**src/rtl/core/jcs_pkg.sv**
```systemverilog
`timescale 1ns / 1ps

package jcs_pkg;

  localparam int SAMPLE_BITS = 10;
  localparam int PCT_BITS    = 7;
  localparam int PROD_BITS   = SAMPLE_BITS + PCT_BITS;
  localparam int QUOT_STEPS  = PCT_BITS;

  localparam logic [SAMPLE_BITS-1:0] MIN_RESET       = SAMPLE_BITS'(500);
  localparam logic [PCT_BITS-1:0]    FULL_SCALE      = PCT_BITS'(100);
  localparam logic [7:0]             THROTTLE_OFFSET = 8'd129;

  localparam logic [1:0] PH_CAL      = 2'd0;
  localparam logic [1:0] PH_UPDATE   = 2'd1;
  localparam logic [1:0] PH_THROTTLE = 2'd2;
  localparam logic [1:0] PH_STEER    = 2'd3;

  localparam logic AX_HORIZ = 1'b0;
  localparam logic AX_VERT  = 1'b1;

  typedef struct packed {
    logic [SAMPLE_BITS-1:0] vert_sample;
    logic [SAMPLE_BITS-1:0] horiz_sample;
    logic                   button;
    logic                   tx_ready;
  } jcs_in_t;

  typedef struct packed {
    logic                tx_valid;
    logic [7:0]          tx_byte;
    logic [1:0]          phase;
    logic [PCT_BITS-1:0] vert_percent_out;
    logic [PCT_BITS-1:0] horiz_percent_out;
  } jcs_out_t;

endpackage

```
**src/rtl/core/joystick_calibrate_and_scale.sv**
```systemverilog
`timescale 1ns / 1ps

// Joystick calibration and percent scaling. Every input beat is one tick and
// yields exactly one output beat. Calibrate and send ticks pass from acceptance
// through the done state to the output register; an update tick takes longer, as
// both axes go in turn through one seven-step restoring divider (per axis a load
// state forms (sample-min)*100, a start state starts the divider and a divide
// state waits until its quotient returns). An axis with an empty span or a sample
// at or beyond an end of its span skips the divider. A new beat is taken only when
// the previous tick is done; its result may still wait in the output register.
module joystick_calibrate_and_scale (
  input  logic              clk,
  input  logic              rst_n,
  input  logic              in_valid,
  output logic              in_stall,
  input  jcs_pkg::jcs_in_t  in_data,
  output logic              out_valid,
  input  logic              out_stall,
  output jcs_pkg::jcs_out_t out_data
);

  typedef enum logic [4:0] {
    S_IDLE  = 5'b00001,
    S_LOAD  = 5'b00010,
    S_START = 5'b00100,
    S_DIV   = 5'b01000,
    S_DONE  = 5'b10000
  } state_t;

  state_t                           state_r;
  logic [1:0]                       phase_r;
  logic [1:0]                       phase_nxt;
  logic                             axis_r;
  jcs_pkg::jcs_in_t                 samp_r;
  logic [jcs_pkg::SAMPLE_BITS-1:0]  vert_max_r, vert_min_r, horiz_max_r, horiz_min_r;
  logic [jcs_pkg::PCT_BITS-1:0]     vert_pct_r, horiz_pct_r;
  logic                             tx_valid_r;
  logic [7:0]                       tx_byte_r;
  logic [jcs_pkg::PROD_BITS-1:0]    prod_r;
  logic [jcs_pkg::SAMPLE_BITS-1:0]  span_r;
  logic                             out_valid_r;
  jcs_pkg::jcs_out_t                out_r;

  logic                             in_acc;
  logic                             out_free;
  logic [jcs_pkg::SAMPLE_BITS-1:0]  sel_s, sel_lo, sel_hi;
  logic                             empty_span, over_top;
  logic [jcs_pkg::PROD_BITS-1:0]    prod;
  logic                             div_start;
  logic                             div_done;
  logic [jcs_pkg::PCT_BITS-1:0]     div_quot;

  assign in_stall  = (state_r != S_IDLE);
  assign in_acc    = in_valid && !in_stall;
  assign out_free  = !out_valid_r || !out_stall;
  assign div_start = (state_r == S_START);

  always_comb begin
    unique case (phase_r)
      jcs_pkg::PH_CAL:      phase_nxt = in_data.button ? jcs_pkg::PH_UPDATE : jcs_pkg::PH_CAL;
      jcs_pkg::PH_UPDATE:   phase_nxt = jcs_pkg::PH_THROTTLE;
      jcs_pkg::PH_THROTTLE: phase_nxt = jcs_pkg::PH_STEER;
      jcs_pkg::PH_STEER:    phase_nxt = jcs_pkg::PH_UPDATE;
    endcase
  end

  always_comb begin
    if (axis_r == jcs_pkg::AX_VERT) begin
      sel_s  = samp_r.vert_sample;
      sel_lo = vert_min_r;
      sel_hi = vert_max_r;
    end else begin
      sel_s  = samp_r.horiz_sample;
      sel_lo = horiz_min_r;
      sel_hi = horiz_max_r;
    end
  end

  // A sample at or above max saturates; only the strictly inside case divides,
  // which keeps the quotient below 100.
  assign empty_span = (sel_hi <= sel_lo) || (sel_s <= sel_lo);
  assign over_top   = (sel_s >= sel_hi);
  assign prod = jcs_pkg::PROD_BITS'(sel_s - sel_lo) * jcs_pkg::PROD_BITS'(jcs_pkg::FULL_SCALE);

  jcs_divider u_div (
    .clk   (clk),
    .rst_n (rst_n),
    .start (div_start),
    .num   (prod_r),
    .den   (span_r),
    .done  (div_done),
    .quot  (div_quot)
  );

  always_ff @(posedge clk) begin
    if (!rst_n) begin
      state_r     <= S_IDLE;
      phase_r     <= jcs_pkg::PH_CAL;
      axis_r      <= jcs_pkg::AX_HORIZ;
      vert_max_r  <= '0;
      horiz_max_r <= '0;
      vert_min_r  <= jcs_pkg::MIN_RESET;
      horiz_min_r <= jcs_pkg::MIN_RESET;
      vert_pct_r  <= '0;
      horiz_pct_r <= '0;
      out_valid_r <= 1'b0;
    end else begin
      if (out_valid_r && !out_stall && state_r != S_DONE) begin
        out_valid_r <= 1'b0;
      end
      unique case (state_r)
        S_IDLE: begin
          if (in_acc) begin
            phase_r <= phase_nxt;
            if (phase_nxt == jcs_pkg::PH_UPDATE) begin
              axis_r  <= jcs_pkg::AX_HORIZ;
              state_r <= S_LOAD;
            end else begin
              state_r <= S_DONE;
              if (phase_nxt == jcs_pkg::PH_CAL) begin
                if (in_data.vert_sample > vert_max_r) vert_max_r <= in_data.vert_sample;
                if (in_data.horiz_sample > horiz_max_r) horiz_max_r <= in_data.horiz_sample;
                if (in_data.vert_sample < vert_min_r) vert_min_r <= in_data.vert_sample;
                if (in_data.horiz_sample < horiz_min_r) horiz_min_r <= in_data.horiz_sample;
              end
            end
          end
        end
        S_LOAD: begin
          if (empty_span || over_top) begin
            if (axis_r == jcs_pkg::AX_VERT) begin
              vert_pct_r <= empty_span ? '0 : jcs_pkg::FULL_SCALE;
              state_r    <= S_DONE;
            end else begin
              horiz_pct_r <= empty_span ? '0 : jcs_pkg::FULL_SCALE;
              axis_r      <= jcs_pkg::AX_VERT;
            end
          end else begin
            state_r <= S_START;
          end
        end
        S_START: begin
          state_r <= S_DIV;
        end
        S_DIV: begin
          if (div_done) begin
            if (axis_r == jcs_pkg::AX_VERT) begin
              vert_pct_r <= div_quot;
              state_r    <= S_DONE;
            end else begin
              horiz_pct_r <= div_quot;
              axis_r      <= jcs_pkg::AX_VERT;
              state_r     <= S_LOAD;
            end
          end
        end
        S_DONE: begin
          if (out_free) begin
            out_valid_r <= 1'b1;
            state_r     <= S_IDLE;
          end
        end
        default: state_r <= S_IDLE;
      endcase
    end
  end

  always_ff @(posedge clk) begin
    if (in_acc) begin
      samp_r <= in_data;
      if (phase_nxt == jcs_pkg::PH_THROTTLE && in_data.tx_ready) begin
        tx_valid_r <= 1'b1;
        tx_byte_r  <= {1'b0, vert_pct_r} + jcs_pkg::THROTTLE_OFFSET;
      end else if (phase_nxt == jcs_pkg::PH_STEER && in_data.tx_ready) begin
        tx_valid_r <= 1'b1;
        tx_byte_r  <= {1'b0, horiz_pct_r};
      end else begin
        tx_valid_r <= 1'b0;
        tx_byte_r  <= '0;
      end
    end
    if (state_r == S_LOAD) begin
      prod_r <= prod;
      span_r <= sel_hi - sel_lo;
    end
    if (state_r == S_DONE && out_free) begin
      out_r.tx_valid          <= tx_valid_r;
      out_r.tx_byte           <= tx_byte_r;
      out_r.phase             <= phase_r;
      out_r.vert_percent_out  <= vert_pct_r;
      out_r.horiz_percent_out <= horiz_pct_r;
    end
  end

  assign out_valid = out_valid_r;
  assign out_data  = out_r;

  a_done_in_div: assert property (@(posedge clk) disable iff (!rst_n)
    div_done |-> state_r == S_DIV)
    else $error("divider finished outside the divide state");

  a_quot_range: assert property (@(posedge clk) disable iff (!rst_n)
    div_done |-> div_quot < jcs_pkg::FULL_SCALE)
    else $error("divider quotient reached full scale");

  a_cal_silent: assert property (@(posedge clk) disable iff (!rst_n)
    (out_valid_r && (out_r.phase == jcs_pkg::PH_CAL || out_r.phase == jcs_pkg::PH_UPDATE))
      |-> !out_r.tx_valid)
    else $error("byte sent outside a send phase");

  a_pct_range: assert property (@(posedge clk) disable iff (!rst_n)
    out_valid_r |-> (out_r.vert_percent_out <= jcs_pkg::FULL_SCALE &&
                     out_r.horiz_percent_out <= jcs_pkg::FULL_SCALE))
    else $error("stored percent above full scale");

endmodule

```
**src/rtl/core/jcs_divider.sv**
```systemverilog
`timescale 1ns / 1ps

module jcs_divider (
  input  logic                                clk,
  input  logic                                rst_n,
  input  logic                                start,
  input  logic [jcs_pkg::PROD_BITS-1:0]       num,
  input  logic [jcs_pkg::SAMPLE_BITS-1:0]     den,
  output logic                                done,
  output logic [jcs_pkg::PCT_BITS-1:0]        quot
);

  localparam int CNT_BITS = $clog2(jcs_pkg::QUOT_STEPS);
  localparam logic [CNT_BITS-1:0] LAST_STEP = CNT_BITS'(jcs_pkg::QUOT_STEPS - 1);

  logic [jcs_pkg::SAMPLE_BITS-1:0] rem_r;
  logic [jcs_pkg::SAMPLE_BITS-1:0] den_r;
  logic [jcs_pkg::PCT_BITS-1:0]    low_r;
  logic [jcs_pkg::PCT_BITS-1:0]    quot_r;
  logic [CNT_BITS-1:0]             cnt_r;
  logic                            busy_r;
  logic                            done_r;

  logic [jcs_pkg::SAMPLE_BITS+1:0] trial;
  logic                            fits;

  // The caller guarantees num < 2**PCT_BITS * den, so the top part of num
  // already sits below den and only PCT_BITS quotient bits remain.
  assign trial = {1'b0, rem_r, low_r[jcs_pkg::PCT_BITS-1]} - {2'b00, den_r};
  assign fits  = !trial[jcs_pkg::SAMPLE_BITS+1];

  always_ff @(posedge clk) begin
    if (!rst_n) begin
      busy_r <= 1'b0;
      done_r <= 1'b0;
      cnt_r  <= '0;
    end else begin
      done_r <= 1'b0;
      if (start) begin
        busy_r <= 1'b1;
        cnt_r  <= '0;
      end else if (busy_r) begin
        cnt_r <= cnt_r + 1'b1;
        if (cnt_r == LAST_STEP) begin
          busy_r <= 1'b0;
          done_r <= 1'b1;
        end
      end
    end
  end

  always_ff @(posedge clk) begin
    if (start) begin
      rem_r <= num[jcs_pkg::PROD_BITS-1:jcs_pkg::PCT_BITS];
      low_r <= num[jcs_pkg::PCT_BITS-1:0];
      den_r <= den;
    end else if (busy_r) begin
      rem_r  <= fits ? trial[jcs_pkg::SAMPLE_BITS-1:0]
                     : {rem_r[jcs_pkg::SAMPLE_BITS-2:0], low_r[jcs_pkg::PCT_BITS-1]};
      low_r  <= {low_r[jcs_pkg::PCT_BITS-2:0], 1'b0};
      quot_r <= {quot_r[jcs_pkg::PCT_BITS-2:0], fits};
    end
  end

  assign done = done_r;
  assign quot = quot_r;

endmodule
```
**config.mk**
```make
export PLATFORM = sky130hd
export DESIGN_NAME = joystick_calibrate_and_scale
export DESIGN_NICKNAME = d
export VERILOG_FILES = /design/src/rtl/core/jcs_pkg.sv /design/src/rtl/core/joystick_calibrate_and_scale.sv /design/src/rtl/core/jcs_divider.sv
export SDC_FILE = /design/constraint.sdc
export NUM_CORES = 1
export LEC_CHECK = 0
export BUFFER_PORTS_ARGS = -buffer_cell sky130_fd_sc_hd__buf_2
export CAP_MARGIN = 25
export CORE_MARGIN = 1.5
export CORE_UTILIZATION = 56
export CTS_CLUSTER_DIAMETER = 60
export DETAILED_ROUTE_END_ITERATION = 8
export GPL_ROUTABILITY_DRIVEN = 0
export HOLD_SLACK_MARGIN = 0.03
export PLACE_DENSITY = 0.85
export SETUP_SLACK_MARGIN = 0.15
export SYNTH_ARGS = -nofsm -noshare
export SYNTH_HDL_FRONTEND = slang
export SYNTH_HIERARCHICAL = 1
export SYNTH_SLANG_ARGS = --single-unit
```
**constraint.sdc**
```tcl
create_clock -name clk -period 5.1 [get_ports clk]
set_input_delay 0.255 -clock clk [delete_from_list [all_inputs] [get_ports clk]]
set_output_delay 0.255 -clock clk [all_outputs]
set_load 0.1 [all_outputs]
```
==> impl_metrics.ini <==
[status]
status = finished, final reports clean

[power_and_ir_drop]
power.density_mw_per_mm2 = 616
p_leak_nw = 4.97
ir_worst_vdd_v = 0.000707

[global_route]
grt_pass1_wl_mm = 35.9
grt_util_all_layers_pct = 23.2
grt_max_degree = 44
grt_pass1_vias = 7319
grt_overflow = 0
antenna_found_initial = 0

[route]
vias = 7629
drt_wl_total_mm = 24.0
detail-route-antenna-nets = 0
wl_per_cell_um = 18.7
drc = 0
viasPerCell = 5.94
drt_iter0_markers = 600
dr.pass1.iters = 6

[synthesis]
synthCells = 961
synth.area.top_cells = edfxtp_1 32%, ha_1 13%, dfxtp_1 13%
synth_common_cells = 114 x ha_1, 113 x edfxtp_1, 100 x inv_1
synth_top_area_cell = edfxtp_1
post-synth-top-count-cell = ha_1
synth-edff-count = 113
syn_area_per_cell_um2 = 11.1
syn_area_mm2 = 0.0106
synth_top_area_share_pct = 31.9
synth_seq_cells = 181
yosysUniqueCellTypes = 77
yosysWarnings = 6
yosysSeqAreaShare_pct = 44.7
synth_top_flop_cell = edfxtp_1
async_flop_share_pct = 0

[clocking]
cts.sinks = 181
insertion_delay_ns = 0.45
clk_path_buf_depth = 2
clkTransAtPathRegs_ns = 0.08
cts_max_level = 4
cts-root-buf = clkbuf_16
numCtsBuffers = 17
cts_tree = done

[place]
post_dp_cell_area_mm2 = 0.0112
dp.cells = 1240
dp.final_hpwl_mm = 16.3
port_buffers = 52
dp_slack_ns = 0.0211

[final_layout]
seq_area_mm2 = 0.00476
drive_gt1_share_pct = 19.1
antenna_cells = 0
stdcell_count = 1285
utilization_pct = 65.0
multi_input_area_mm2 = 0.00553
nets = 1191
n_fill_cell = 1319
design_area_mm2 = 0.0121
syn_to_final_growth_pct = 13.9

[timing]
grt_setup_unrepaired = false
finalWorstSetupSlack_ns = 0.222
tightest_slew_ns = 0.756
period_share_pct = 95.6
period_minus_slack_ns = 4.88
finalHoldViolCount = 0
maxSlewHeadroom_pct = 49.4
finalMaxSlewViolations = 0
finalSetupTns_ns = 0
finClkSkew_ns = 0.0104
fmax_mhz = 205
setup_violations = 0

[floorplanning]
fp.dieW_um = 141
start_util_pct = 57.1
io_pins = 53
rows = 50
design.die.area_mm2 = 0.0198
die_y_um = 141
coreArea_mm2 = 0.0186

[worst_hold_path]
hold_class = primary input to register
hp-start = in_data[13]

[critical_path]
critPathLaunch = axis_r$_SDFFE_PN0P_
critPathMaxFanout = 6
end_kind = register
cp_data_required_time_ns = 5.30
cp-start-kind = register
timing.rr.start = axis_r$_SDFFE_PN0P_
critPathKind = register to register
crit_arrival_ns = 5.08

[run]
drv_cap = 0
[state kept, by name (all words and copies together) (netlist names), 8 cells and up]
| name | flops |
|---|---|
| horiz_min_r | 10 |
| horiz_max_r | 10 |
| prod_r | 15 |
| vert_min_r | 10 |
| tx_byte_r | 8 |
| span_r | 10 |
| u_div/rem_r | 10 |
| u_div/den_r | 10 |
| out_data | 25 |
| samp_r | 20 |
| vert_max_r | 10 |
[placed cells by master (no fill, tap or decap), types with 16 or more instances in the layout]
| cell | count |
|---|---|
| nand3_1 | 17 |
| clkbuf_16 | 17 |
| dfxtp_1 | 67 |
| buf_2 | 52 |
| edfxtp_1 | 113 |
| o21ai_0 | 16 |
| a21oi_1 | 38 |
| mux2_2 | 18 |
| nand2_1 | 71 |
| xnor2_1 | 20 |
| nor3_1 | 19 |
| inv_1 | 98 |
| nor2_1 | 61 |
| ha_1 | 105 |
| buf_4 | 26 |
| mux2i_1 | 58 |
[power breakdown]
| group | switching [mW] | leakage (nW) | total [mW] | internal (mW) |
|---|---|---|---|---|
| logic | 2.20 | 3.07 | 4.21 | 2.01 |
| registers | 0.0642 | 1.61 | 1.93 | 1.86 |
| clock network | 0.664 | 0.289 | 1.33 | 0.665 |
| total | 2.93 | 4.97 | 7.47 | 4.53 |
[metrics by stage]
step	power, mW	hold slack (ns)
after floorplan	4.63	0.354
after detailed placement	5.28	0.406
after global placement	5.16	0.401
final	7.47	0.0530
after global routing	7.99	0.0412
after CTS	6.73	0.0480
[final cells by class]
class / instances / share of cell area, %
Timing Repair Buffer: 83 / 4.55
Sequential cell: 181 / 39.3
Clock buffer: 17 / 3.51
Inverter: 102 / 3.27
Tap cell: 234 / 2.42
Multi-Input combinational cell: 653 / 45.6
Clock inverter: 15 / 1.40
[worst paths after layout]
check                                                 to  slack [ns]  cells after the start
worst max-delay path                prod_r[16]$_DFFE_PP_        0.22                     15
worst min-delay path                samp_r[13]$_DFFE_PP_        0.05                      1
worst max register to register      prod_r[16]$_DFFE_PP_        0.22                     15
worst min register to register  u_div/den_r[3]$_DFFE_PP_        0.42                      0
[repair_timing]
action | 4_1_cts | 5_1_grt
gates cloned | 0 | 0
hold buffers | 0 | 0
resized for setup | 2 | 41
setup endpoints to repair | 2 | 4
pin swaps | 1 | 15
buffers inserted | 1 | 10
[worst max-delay path: stages, from the launching register on]
cell and delay (ns):
dfxtp_4 0.43, mux2_4 0.34, ha_4 0.18, fa_2 0.41, xnor2_1 0.46, ha_1 0.34, ha_1 0.32, ha_1 0.36
fa_1 0.49, a21o_1 0.20, a211oi_2 0.21, nor2_2 0.08, o41ai_4 0.33, mux2i_1 0.22, nand4_1 0.12, xnor2_1 0.14
[per-layer routing]
metal / wire [µm] / part of all wire [%] / track usage, %
met1: 9770 / 41 / 28.8
met2: 12100 / 50 / 39.8
met3: 1310 / 5.5 / 4.28
met4: 818 / 3.4 / 9.65
met5: 0 / 0 / 0
[kinds of logic (layout without fill, tap and decap cells)]
family	count (synthesis)	after routing	share of synthesized area [%]
other	1	2	0.0352
AND/OR/NAND/NOR	232	232	10.9
XOR/XNOR	37	37	3.05
flip-flops	181	181	44.7
adder cells (fa/ha/maj)	127	127	15.9
multiplexers	80	80	7.75
AO/OA/AOI/OAI	175	175	12.1
buffers and inverters	128	217	5.63
Note: power is estimated with default switching activity, not from simulation.
